## src/design/bsg_pkg.sv

```systemverilog
// shared constants, types and codes of the safety grant block
`default_nettype none
package bsg_pkg;
	localparam int PROCS = 8;
	localparam int RES = 4;
	localparam int COUNT_BITS = 8;
	localparam int MAX_OUT = 8;
	localparam int LIM_PROCS = (PROCS < MAX_OUT) ? PROCS : MAX_OUT;
	localparam int PW = $clog2(PROCS);
	localparam int CW = $clog2(PROCS + 1);
	localparam int MW = $clog2(RES + 1);
	localparam int WW = COUNT_BITS + $clog2(PROCS + 1);

	localparam logic [1:0] KIND_HELD = 2'd0;
	localparam logic [1:0] KIND_CEIL = 2'd1;
	localparam logic [1:0] KIND_FREE = 2'd2;
	localparam logic [1:0] KIND_REQ = 2'd3;

	localparam logic CFG_PROCS = 1'b0;
	localparam logic CFG_RES = 1'b1;

	typedef enum logic [2:0] {
		ST_LOADED = 3'd0,
		ST_GRANTED = 3'd1,
		ST_EXCEEDS = 3'd2,
		ST_WAIT = 3'd3,
		ST_UNSAFE = 3'd4
	} status_t;

	typedef enum logic [2:0] {
		S_IDLE,
		S_CHECK,
		S_SCAN,
		S_EMIT_ONE,
		S_EMIT_SEQ
	} state_t;

	typedef struct packed {
		logic    capture;
		logic    load;
		logic    start_scan;
		logic    scan_step;
		logic    commit;
		logic    emit_valid;
		status_t emit_status;
		logic    emit_seq;
	} cmd_t;

	typedef struct packed {
		logic is_request;
		logic exceed;
		logic must_wait;
		logic safe;
		logic stuck;
		logic out_free;
		logic emit_last;
	} sts_t;
endpackage
`default_nettype wire

```

## src/design/bsg_ctrl.sv

```systemverilog
// controller state machine sequencing check, safety scan and result output
`default_nettype none
module bsg_ctrl import bsg_pkg::*; (
	input  wire  clk,
	input  wire  arst_n,
	input  wire  in_valid,
	output logic in_ready,
	input  sts_t sts,
	output cmd_t cmd
);
	state_t  state_q, state_d;
	status_t res_q, res_d;

	always_ff @(posedge clk or negedge arst_n) begin
		if (!arst_n) begin
			state_q <= S_IDLE;
			res_q <= ST_LOADED;
		end else begin
			state_q <= state_d;
			res_q <= res_d;
		end
	end

	always_comb begin
		state_d = state_q;
		res_d = res_q;
		in_ready = 1'b0;
		cmd = '0;
		cmd.emit_status = ST_LOADED;
		case (state_q)
			S_IDLE: begin
				in_ready = 1'b1;
				if (in_valid) begin
					cmd.capture = 1'b1;
					state_d = S_CHECK;
				end
			end
			S_CHECK: begin
				if (!sts.is_request) begin
					cmd.load = 1'b1;
					res_d = ST_LOADED;
					state_d = S_EMIT_ONE;
				end else if (sts.exceed) begin
					res_d = ST_EXCEEDS;
					state_d = S_EMIT_ONE;
				end else if (sts.must_wait) begin
					res_d = ST_WAIT;
					state_d = S_EMIT_ONE;
				end else begin
					cmd.start_scan = 1'b1;
					state_d = S_SCAN;
				end
			end
			S_SCAN: begin
				cmd.scan_step = 1'b1;
				if (sts.safe) begin
					cmd.commit = 1'b1;
					state_d = S_EMIT_SEQ;
				end else if (sts.stuck) begin
					res_d = ST_UNSAFE;
					state_d = S_EMIT_ONE;
				end
			end
			S_EMIT_ONE: begin
				if (sts.out_free) begin
					cmd.emit_valid = 1'b1;
					cmd.emit_status = res_q;
					state_d = S_IDLE;
				end
			end
			S_EMIT_SEQ: begin
				if (sts.out_free) begin
					cmd.emit_valid = 1'b1;
					cmd.emit_status = ST_GRANTED;
					cmd.emit_seq = 1'b1;
					if (sts.emit_last) begin
						state_d = S_IDLE;
					end
				end
			end
			default: begin
				state_d = S_IDLE;
			end
		endcase
	end
endmodule
`default_nettype wire

```

## src/design/bsg_dp.sv

```systemverilog
// datapath: tables, config registers, row-serial safety scan and output register
`default_nettype none
module bsg_dp import bsg_pkg::*; (
	input  wire         clk,
	input  wire         arst_n,
	input  wire         cfg_wr_en,
	input  wire         cfg_addr,
	input  wire  [3:0]  cfg_wdata,
	input  wire  [1:0]  in_kind,
	input  wire  [2:0]  in_proc,
	input  wire  [31:0] in_amt,
	input  wire         out_ready,
	output logic        out_valid,
	output logic [2:0]  out_status,
	output logic [2:0]  out_seq,
	output logic        out_last,
	input  cmd_t        cmd,
	output sts_t        sts
);
	logic [3:0] active_procs_q;
	logic [2:0] active_res_q;
	logic [COUNT_BITS-1:0] held_q [PROCS][RES];
	logic [COUNT_BITS-1:0] ceil_q [PROCS][RES];
	logic [COUNT_BITS-1:0] free_q [RES];

	logic [1:0] kind_q;
	logic [2:0] proc_q;
	logic [7:0] amt_q [RES];
	logic [COUNT_BITS-1:0] thp_q [RES];
	logic [WW-1:0] work_q [RES];
	logic [PW-1:0] seq_q [PROCS];
	logic [PROCS-1:0] done_q;
	logic [PW-1:0] idx_q;
	logic [CW-1:0] cnt_q;
	logic [CW-1:0] emit_q;
	logic found_q;
	logic out_valid_q;
	logic [2:0] out_status_q, out_seq_q;
	logic out_last_q;

	logic [CW-1:0] n;
	logic [MW-1:0] m;
	logic [PW-1:0] pidx;
	logic [COUNT_BITS-1:0] row_h [RES];
	logic row_ok, pass_end, exceed_c, wait_c;
	logic [CW-1:0] cnt_next;

	function automatic logic [COUNT_BITS-1:0] need_f(logic [COUNT_BITS-1:0] c,
		logic [COUNT_BITS-1:0] h);
		return (c > h) ? c - h : '0;
	endfunction

	always_comb begin
		if (active_procs_q == 4'd0) n = CW'(1);
		else if (int'(active_procs_q) > LIM_PROCS) n = CW'(LIM_PROCS);
		else n = CW'(active_procs_q);
		if (active_res_q == 3'd0) m = MW'(1);
		else if (int'(active_res_q) > RES) m = MW'(RES);
		else m = MW'(active_res_q);
	end

	assign pidx = PW'(proc_q);

	always_comb begin
		exceed_c = (int'(proc_q) >= int'(n));
		wait_c = 1'b0;
		for (int r = 0; r < RES; r++) begin
			if (r < int'(m)) begin
				if (WW'(amt_q[r]) > WW'(need_f(ceil_q[pidx][r], held_q[pidx][r])))
					exceed_c = 1'b1;
				if (WW'(amt_q[r]) > WW'(free_q[r]))
					wait_c = 1'b1;
			end
		end
	end

	always_comb begin
		row_ok = !done_q[idx_q];
		for (int r = 0; r < RES; r++) begin
			row_h[r] = (idx_q == pidx) ? thp_q[r] : held_q[idx_q][r];
			if (r < int'(m) && WW'(need_f(ceil_q[idx_q][r], row_h[r])) > work_q[r])
				row_ok = 1'b0;
		end
		pass_end = (CW'(idx_q) + CW'(1)) == n;
		cnt_next = cnt_q + CW'(row_ok);
	end

	assign sts.is_request = (kind_q == KIND_REQ);
	assign sts.exceed = exceed_c;
	assign sts.must_wait = wait_c;
	assign sts.safe = pass_end && (cnt_next == n);
	assign sts.stuck = pass_end && !(found_q || row_ok);
	assign sts.out_free = !out_valid_q || out_ready;
	assign sts.emit_last = (emit_q + CW'(1)) == n;

	always_ff @(posedge clk or negedge arst_n) begin
		if (!arst_n) begin
			active_procs_q <= 4'd8;
			active_res_q <= 3'd4;
			out_valid_q <= 1'b0;
			done_q <= '0;
			idx_q <= '0;
			cnt_q <= '0;
			emit_q <= '0;
			found_q <= 1'b0;
			for (int i = 0; i < PROCS; i++) begin
				for (int r = 0; r < RES; r++) begin
					held_q[i][r] <= '0;
					ceil_q[i][r] <= '0;
				end
			end
			for (int r = 0; r < RES; r++) free_q[r] <= '0;
		end else begin
			if (cfg_wr_en) begin
				if (cfg_addr == CFG_PROCS) active_procs_q <= cfg_wdata;
				else active_res_q <= cfg_wdata[2:0];
			end
			if (cmd.load) begin
				for (int r = 0; r < RES; r++) begin
					if (kind_q == KIND_HELD && int'(proc_q) < PROCS)
						held_q[pidx][r] <= COUNT_BITS'(amt_q[r]);
					if (kind_q == KIND_CEIL && int'(proc_q) < PROCS)
						ceil_q[pidx][r] <= COUNT_BITS'(amt_q[r]);
					if (kind_q == KIND_FREE)
						free_q[r] <= COUNT_BITS'(amt_q[r]);
				end
			end
			if (cmd.start_scan) begin
				done_q <= '0;
				idx_q <= '0;
				cnt_q <= '0;
				emit_q <= '0;
				found_q <= 1'b0;
			end
			if (cmd.scan_step) begin
				if (row_ok) begin
					done_q[idx_q] <= 1'b1;
				end
				cnt_q <= cnt_next;
				idx_q <= pass_end ? '0 : idx_q + PW'(1);
				found_q <= pass_end ? 1'b0 : (found_q || row_ok);
			end
			if (cmd.commit) begin
				for (int r = 0; r < RES; r++) begin
					held_q[pidx][r] <= thp_q[r];
					if (r < int'(m)) free_q[r] <= free_q[r] - COUNT_BITS'(amt_q[r]);
				end
			end
			if (cmd.emit_valid) begin
				out_valid_q <= 1'b1;
				if (cmd.emit_seq) emit_q <= emit_q + CW'(1);
			end else if (out_ready) begin
				out_valid_q <= 1'b0;
			end
		end
	end

	always_ff @(posedge clk) begin
		if (cmd.capture) begin
			kind_q <= in_kind;
			proc_q <= in_proc;
			for (int r = 0; r < RES; r++) amt_q[r] <= in_amt[8*r +: 8];
		end
		if (cmd.start_scan) begin
			for (int r = 0; r < RES; r++) begin
				if (r < int'(m)) begin
					work_q[r] <= WW'(free_q[r]) - WW'(amt_q[r]);
					thp_q[r] <= held_q[pidx][r] + COUNT_BITS'(amt_q[r]);
				end else begin
					work_q[r] <= WW'(free_q[r]);
					thp_q[r] <= held_q[pidx][r];
				end
			end
		end
		if (cmd.scan_step && row_ok) begin
			seq_q[cnt_q[PW-1:0]] <= idx_q;
			for (int r = 0; r < RES; r++)
				if (r < int'(m)) work_q[r] <= work_q[r] + WW'(row_h[r]);
		end
		if (cmd.emit_valid) begin
			out_status_q <= cmd.emit_status;
			out_seq_q <= cmd.emit_seq ? 3'(seq_q[emit_q[PW-1:0]]) : 3'd0;
			out_last_q <= cmd.emit_seq ? sts.emit_last : 1'b1;
		end
	end

	assign out_valid = out_valid_q;
	assign out_status = out_status_q;
	assign out_seq = out_seq_q;
	assign out_last = out_last_q;
endmodule
`default_nettype wire

```

## src/design/bankers_safety_grant_top.sv

```systemverilog
// flow: after accept, a check state, then a row-serial scan of one row per cycle in
// index order, then the emitted words, each held while the output stalls; a load or
// rejected request goes from check straight to its single result word
// throughput: one word in at a time, taken again once its last result is registered
// reset: arst_n clears tables to zero, active_procs to 8, active_res to 4, no outputs
`default_nettype none
module bankers_safety_grant_top import bsg_pkg::*; (
	input  wire         clk,
	input  wire         arst_n,
	input  wire         cfg_wr_en,
	input  wire         cfg_addr,
	input  wire  [3:0]  cfg_wdata,
	input  wire         s_axis_tvalid,
	output logic        s_axis_tready,
	input  wire  [39:0] s_axis_tdata, // proc_index, amount_a, amount_b, amount_c, amount_d
	input  wire  [1:0]  s_axis_tuser, // kind
	output logic        m_axis_tvalid,
	input  wire         m_axis_tready,
	output logic [7:0]  m_axis_tdata, // seq_proc
	output logic [2:0]  m_axis_tuser, // status
	output logic        m_axis_tlast
);
	cmd_t cmd;
	sts_t sts;
	logic [2:0] seq;

	bsg_ctrl u_ctrl (
		.clk      (clk),
		.arst_n   (arst_n),
		.in_valid (s_axis_tvalid),
		.in_ready (s_axis_tready),
		.sts      (sts),
		.cmd      (cmd)
	);

	bsg_dp u_dp (
		.clk        (clk),
		.arst_n     (arst_n),
		.cfg_wr_en  (cfg_wr_en),
		.cfg_addr   (cfg_addr),
		.cfg_wdata  (cfg_wdata),
		.in_kind    (s_axis_tuser),
		.in_proc    (s_axis_tdata[2:0]),
		.in_amt     (s_axis_tdata[34:3]),
		.out_ready  (m_axis_tready),
		.out_valid  (m_axis_tvalid),
		.out_status (m_axis_tuser),
		.out_seq    (seq),
		.out_last   (m_axis_tlast),
		.cmd        (cmd),
		.sts        (sts)
	);

	assign m_axis_tdata = {5'd0, seq};
endmodule
`default_nettype wire

```

## config.mk

```make
export PLATFORM = sky130hd
export DESIGN_NAME = bankers_safety_grant_top
export DESIGN_NICKNAME = d
export VERILOG_FILES = /design/src/design/bsg_pkg.sv /design/src/design/bsg_ctrl.sv /design/src/design/bsg_dp.sv /design/src/design/bankers_safety_grant_top.sv
export SDC_FILE = /design/constraint.sdc
export NUM_CORES = 2
export LEC_CHECK = 0
export ABC_AREA = 1
export BUFFER_PORTS_ARGS = -buffer_cell sky130_fd_sc_hd__buf_4
export CAP_MARGIN = 0
export CORE_MARGIN = 5
export CORE_UTILIZATION = 38
export CTS_CLUSTER_SIZE = 10
export DETAILED_ROUTE_END_ITERATION = 6
export SLEW_MARGIN = 0
export SYNTH_ARGS = -nofsm -noshare
export SYNTH_HDL_FRONTEND = slang
export SYNTH_HIERARCHICAL = 1
export SYNTH_SLANG_ARGS = --single-unit
```

## constraint.sdc

```tcl
create_clock -name clk -period 7.5 [get_ports clk]
set_input_delay 1.125 -clock clk [delete_from_list [all_inputs] [get_ports clk]]
set_output_delay 1.125 -clock clk [all_outputs]
set_load 0.01 [all_outputs]
```

# After elaboration in Yosys (flattened, before gate mapping)
# Memory sizes are Yosys's and may differ from the RTL's. A register that Yosys moved wholly into a read port is not among the register bits.
# Index checks and enable logic that the tools add are counted.
[word_totals]
reg_bits = 587
latch_bits = 0
mem_bits_rw = 136
romBits = 0
inputBits = 52
memories = 4
[memory_table]
columns = ["name", "words", "word_bits", "read_ports", "rd_clocked_by_memory_dff", "write_ports", "line", "text"]
rows = [
  ["u_dp.work_q", 4, 12, 4, 0, 4, "bsg_dp.sv:30", "logic [WW-1:0] work_q [RES];"],
  ["u_dp.amt_q", 4, 8, 4, 0, 4, "bsg_dp.sv:28", "logic [7:0] amt_q [RES];"],
  ["u_dp.thp_q", 4, 8, 4, 0, 4, "bsg_dp.sv:29", "logic [COUNT_BITS-1:0] thp_q [RES];"],
  ["u_dp.seq_q", 8, 3, 1, 1, 1, "bsg_dp.sv:31", "logic [PW-1:0] seq_q [PROCS];"],
]
[op_classes]
add_sub_neg = 28
multipliers = 0
div_mod_pow = 0
magnitude_cmp = 32
n_eq_ne = 19
shifts = 0
muxes = 192
bitwise = 16
n_reduce_logical = 26
[op_table]
columns = ["operator", "n"]
rows = [
  ["two-way mux 256 bit", 16],
  ["bitwise mux 256 bit", 12],
  ["binary-select mux 32 bit (select 3 bit)", 4],
  ["demux 32 bit (select 3 bit)", 4],
  ["two-way mux 32 bit", 11],
  ["two-way mux 8 bit", 28],
  ["> comparator 8 bit", 16],
  ["two-way mux 12 bit", 8],
  ["subtractor 8 bit", 12],
  ["two-way mux 1 bit", 74],
  ["two-way mux 3 bit", 17],
  ["adder 12 x 8 -> 12 bit", 4],
  ["> comparator 8 x 12 -> 1 bit", 4],
  ["subtractor 8 x 8 -> 9 bit", 4],
  ["adder 8 bit", 4],
  ["two-way mux 4 bit", 8],
  ["two-way mux 24 bit", 1],
  ["two-way mux 16 bit", 1],
  ["case mux 3 bit (5 select lines)", 1],
  ["== test 4 bit", 3],
  ["bitwise OR 1 bit", 12],
  ["!= test 2 bit, second input constant", 5],
  ["logical AND 1 bit", 9],
  [">= comparator 4 bit, second input constant", 2],
  ["39 further kinds", 53],
]

# Depth between registers and ports, before layout
[depth]
ltp_word = 33
depth_mapped = 48

# Hierarchy
# Netlist, hierarchy kept.
[modules_own_cells]
columns = ["module", "n_inst", "cells_per_inst", "area_each_um2", "seq_area_each_um2"]
rows = [
  ["bsg_dp", 1, 5619, 44621.5, 18760.5],
  ["bsg_ctrl", 1, 74, 506.7, 150.1],
  ["bankers_safety_grant_top", 1, 6, 41.3, 0.0],
]

# Least setup slack after synthesis
# Ideal clock, no wire load.
[synth_timing]
path_kind = "reg2reg"
from = "reg u_dp.idx_q[0]"
to = "reg u_dp/free_q[15] (netlist name)"
setup_ns = 0.112
arrival_time_ns = 6.706
setup_slack_ns = 0.682
stages_incl_launch_ff = 44
cell_sequence = "dfrtp_1 > buf_4 > xnor2_1 > and3_1 > buf_2 > clkbuf_1 > nor3_1 > a22oi_1 > ha_1 > inv_1 > fa_1 > nand2_1 > inv_1 > nor2_1 > nor2_1 > nor2_1 > o211ai_1 > nand2_1 > [... 8 more ...] > nor2_1 > nor3_4 > buf_2 > ha_1 > ha_1 > inv_1 > xor2_1 > a211o_1 > nor3_1 > clkinv_1 > nor2_1 > clkbuf_1 > inv_2 > nor2_1 > clkinv_1 > a21oi_1 > a21o_1 > inv_1"
[synth_lines]
columns = ["element", "line", "text"]
rows = [
  ["start: declaration", "bsg_dp.sv:33", "logic [PW-1:0] idx_q;"],
  ["start signal: assignment", "bsg_dp.sv:140", "idx_q <= pass_end ? '0 : idx_q + PW'(1);"],
  ["end signal: indexed assignment", "bsg_dp.sv:125", "free_q[r] <= COUNT_BITS'(amt_q[r]);"],
  ["end: declaration", "bsg_dp.sv:24", "logic [COUNT_BITS-1:0] free_q [RES];"],
]

==> metrics.csv <==
stage;metric;value;unit
cells_and_area;Finished Core Util;44.2;%
yosys;most frequent cells after synthesis;1,047 x nand2_1, 700 x o21ai_0, 663 x inv_1, 576 x dfrtp_1, 428 x a21oi_1;
placed_design;buffers added on ports;55;
floorplan;Die Wd;355;um
sta;worst slew pin tran;1110;ps
worst_setup_path;crit-path leading delay family;simple AND/OR/NAND/NOR gates;
detailed_routing;final antenna-violating net count;0;
floorplan;FP Rows;126;
min_path;HP Class;input pin to asynchronous set/reset pin;
worst_setup_path;CP required;7930;ps
yosys;Synth top area share;31.9;%
cts;H-tree levels;3;
worst_setup_path;CP endpoint kind;flop;
worst_setup_path;Setup CP Type;flop to flop;
detailed_routing;Initial DRC Count;5666;
worst_setup_path;Max Fanout on Critical Path;11;
worst_setup_path;Critical Path AT;7600;ps
cells_and_area;layout cell share with drive strength beyond 1;10.6;%
sta;Slew headroom;24.7;%
placed_design;pre-CTS setup slack;26.2;ps
detailed_routing;DRC viols;0;
yosys;synthesized cell area;45200;um^2
worst_setup_path;Crit-path slowest cell;edfxtp_1;
floorplan;IO Count;66;
yosys;Yosys warning count;6;
detailed_routing;router iterations before antenna repair;7;
yosys;FFs w/ async S/R, synth;79.6;%
global_routing;total gr overflow;0;
yosys;Main synth FF type;dfrtp_1;
yosys;Avg Cell Area, Syn;7.93;um^2
sta;final worst-path setup slack;326;ps
cts;Post-CTS Hold Fix Bufs;0;
worst_setup_path;CP startpoint kind;flop;
cts;TritonCTS clock tree;yes;
cts;Clock Latency Late Sink;700;ps
run_status;outcome;finished clean;
sta;final hold violations;0;
sta;Max Slew Vio Count;0;
sta;clock skew;53.5;ps
sta;minimum clock period;7170;ps
yosys;register area share after synthesis;41.9;%
detailed_routing;Detailed Route WL;179000;um
cts;worst-case clock buffer depth;3;
pwr;pwr/cell area;518;nW/um^2
cts;CTS Sinks;726;
floorplan;DIE AREA;126000;um^2
yosys;most common cell in the synthesized netlist;nand2_1;
cts;clk slew on worst S/H paths;60;ps
global_routing;pin count of the biggest net entering global routing;167;
pwr;leakage;23.4;nW
detailed_routing;DR vias;44000;
yosys;Distinct cells, synth;62;
floorplan;die height;355;um
floorplan;initial core utilization;38.3;%
cells_and_area;synthesis-to-finish area growth;15.6;%
worst_setup_path;slowest stage delay, CP;550;ps
sta;Final period util;95.7;%
cells_and_area;Non-Filler Instances;7429;
yosys;synthesized instance count;5699;
floorplan;core area;118000;um^2
detailed_routing;WL per Instance;24.0;um
cts;CTS Buf Count;89;
job;max cap viols;0;
yosys;synth top area cells;dfrtp_1 32%, edfxtp_1 9.8%, nand2_1 8.7%;
placed_design;hpwl dp;120000;um
sta;Max Clock Freq;139;MHz
placed_design;Cells after DPL;7271;
sta;Final setup viols;0;
cts;root buffer cell;clkbuf_16;
detailed_routing;vias per cell;5.92;
worst_setup_path;CP Buf/Inv Count;9;
global_routing;vias in the first global route;41200;
pwr;peak supply drop;0.245;mV
yosys;Post-synth EDFFs;148;
placed_design;Final GP Congestion;0.958;
global_routing;GRT Util Overall;27.5;%
yosys;cell taking the most area after synthesis;dfrtp_1;
cells_and_area;final net count;6131;
yosys;register bit total from synthesis;726;
worst_setup_path;most frequent cell on the critical path;inv_1;
global_routing;initial antenna violation count;2;
global_routing;wire length of the first global-routing pass;265000;um
-- metal layers --
layer / vias up / GRT usage, % / part of all wire, %
met5: - / 0 / 0.022
met4: 4 / 14.0 / 6.0
met3: 603 / 6.34 / 11
met2: 2510 / 41.9 / 43
met1: 20900 / 36.7 / 40
li1: 20000 / - / -
-- kinds of logic (layout without fill, tap and decap cells) --
kind of cell	count (synthesis)	after routing	synth area share [%]
flip-flops	726	726	41.9
buffers and inverters	1044	1233	9.11
adder cells (fa/ha/maj)	247	247	7.17
multiplexers	1	1	0.0222
AND/OR/NAND/NOR	1707	1707	15.9
AO/OA/AOI/OAI	1882	1882	24.2
XOR/XNOR	91	91	1.76
other	1	6	0.00830
-- sequential cells by signal, indices dropped and copies added (netlist names), 4 cells and up --
register	count
u_dp/active_procs_q	4
u_dp/amt_q	32
u_dp/ceil_q	256
u_dp/cnt_q	4
u_dp/done_q	8
u_dp/emit_q	4
u_dp/free_q	32
u_dp/held_q	256
u_dp/seq_q	24
u_dp/thp_q	32
u_dp/work_q	48
-- final cells by class --
type                    instances  area, um^2
fillers                     11600       65900
diodes                          1        2.50
repair buffers                380        3580
clock buffers                 138        2590
inverters                     702        2660
well taps                    1536        1920
flip-flops and latches        726       18900
clock inverters                13         200
multi-input cells            3933       22300
-- path summary, 6_finish.rpt --
| kind | start | endpoint | slack [ps] | cells past startpoint |
|---|---|---|---|---|
| worst max-delay path | u_dp/pidx[0] | u_dp/thp_q[2][4] | 330 | 32 |
| max in group asynchronous | arst_n | u_dp/idx_q[2] | 5550 | 2 |
| worst min-delay path | arst_n | u_dp/held_q[25] | 450 | 1 |
| worst min register to register | u_dp/ceil_q[82] | u_dp/ceil_q[82] | 480 | 2 |
| worst max register to register | u_dp/pidx[0] | u_dp/thp_q[2][4] | 330 | 32 |
| min in group clk | u_dp/ceil_q[82] | u_dp/ceil_q[82] | 480 | 2 |
-- cell usage in the layout, fill, tap and decap left out, types with 19 or more instances in the layout --
master,instances
clkbuf_1,33
edfxtp_1,148
nor3_1,36
nand4_1,116
inv_2,25
a31oi_1,28
nand2_2,24
o22ai_1,243
buf_4,318
o2111ai_1,19
a22oi_1,86
a211oi_1,29
o21ai_1,108
nand3_1,106
dfrtp_1,573
a21oi_1,427
xor2_1,55
buf_12,54
inv_1,657
fa_1,20
o21ai_0,698
a221oi_1,112
nor2_1,331
ha_1,226
o21a_1,19
o211ai_1,32
nand2_1,1032
xnor2_1,36
clkbuf_16,92
-- per-stage QoR --
stage          hold slack [ps]  area [um^2]  power [mW]  setup TNS, ps
6_report                   450        52200        27.0              0
5_1_grt                    500        52200        29.3           -394
4_1_cts                    474        52000        26.8              0
3_5_place_dp               473        49200        22.4              0
3_3_place_gp               466        49200        22.1              0
2_1_floorplan              447        45200        17.0              0
-- where the power goes --
part           switching, mW  internal (mW)
clock network           1.84           2.39
logic                   9.66           6.24
registers               1.18           5.72
-- repair_timing --
item                       4_1_cts  5_1_grt
setup endpoints to repair       35      309
gates resized for setup          2       38
cloned                           0        1
buffers inserted                 0        5
pin swaps                        0        4
Note: power is estimated with default switching activity, not from simulation.
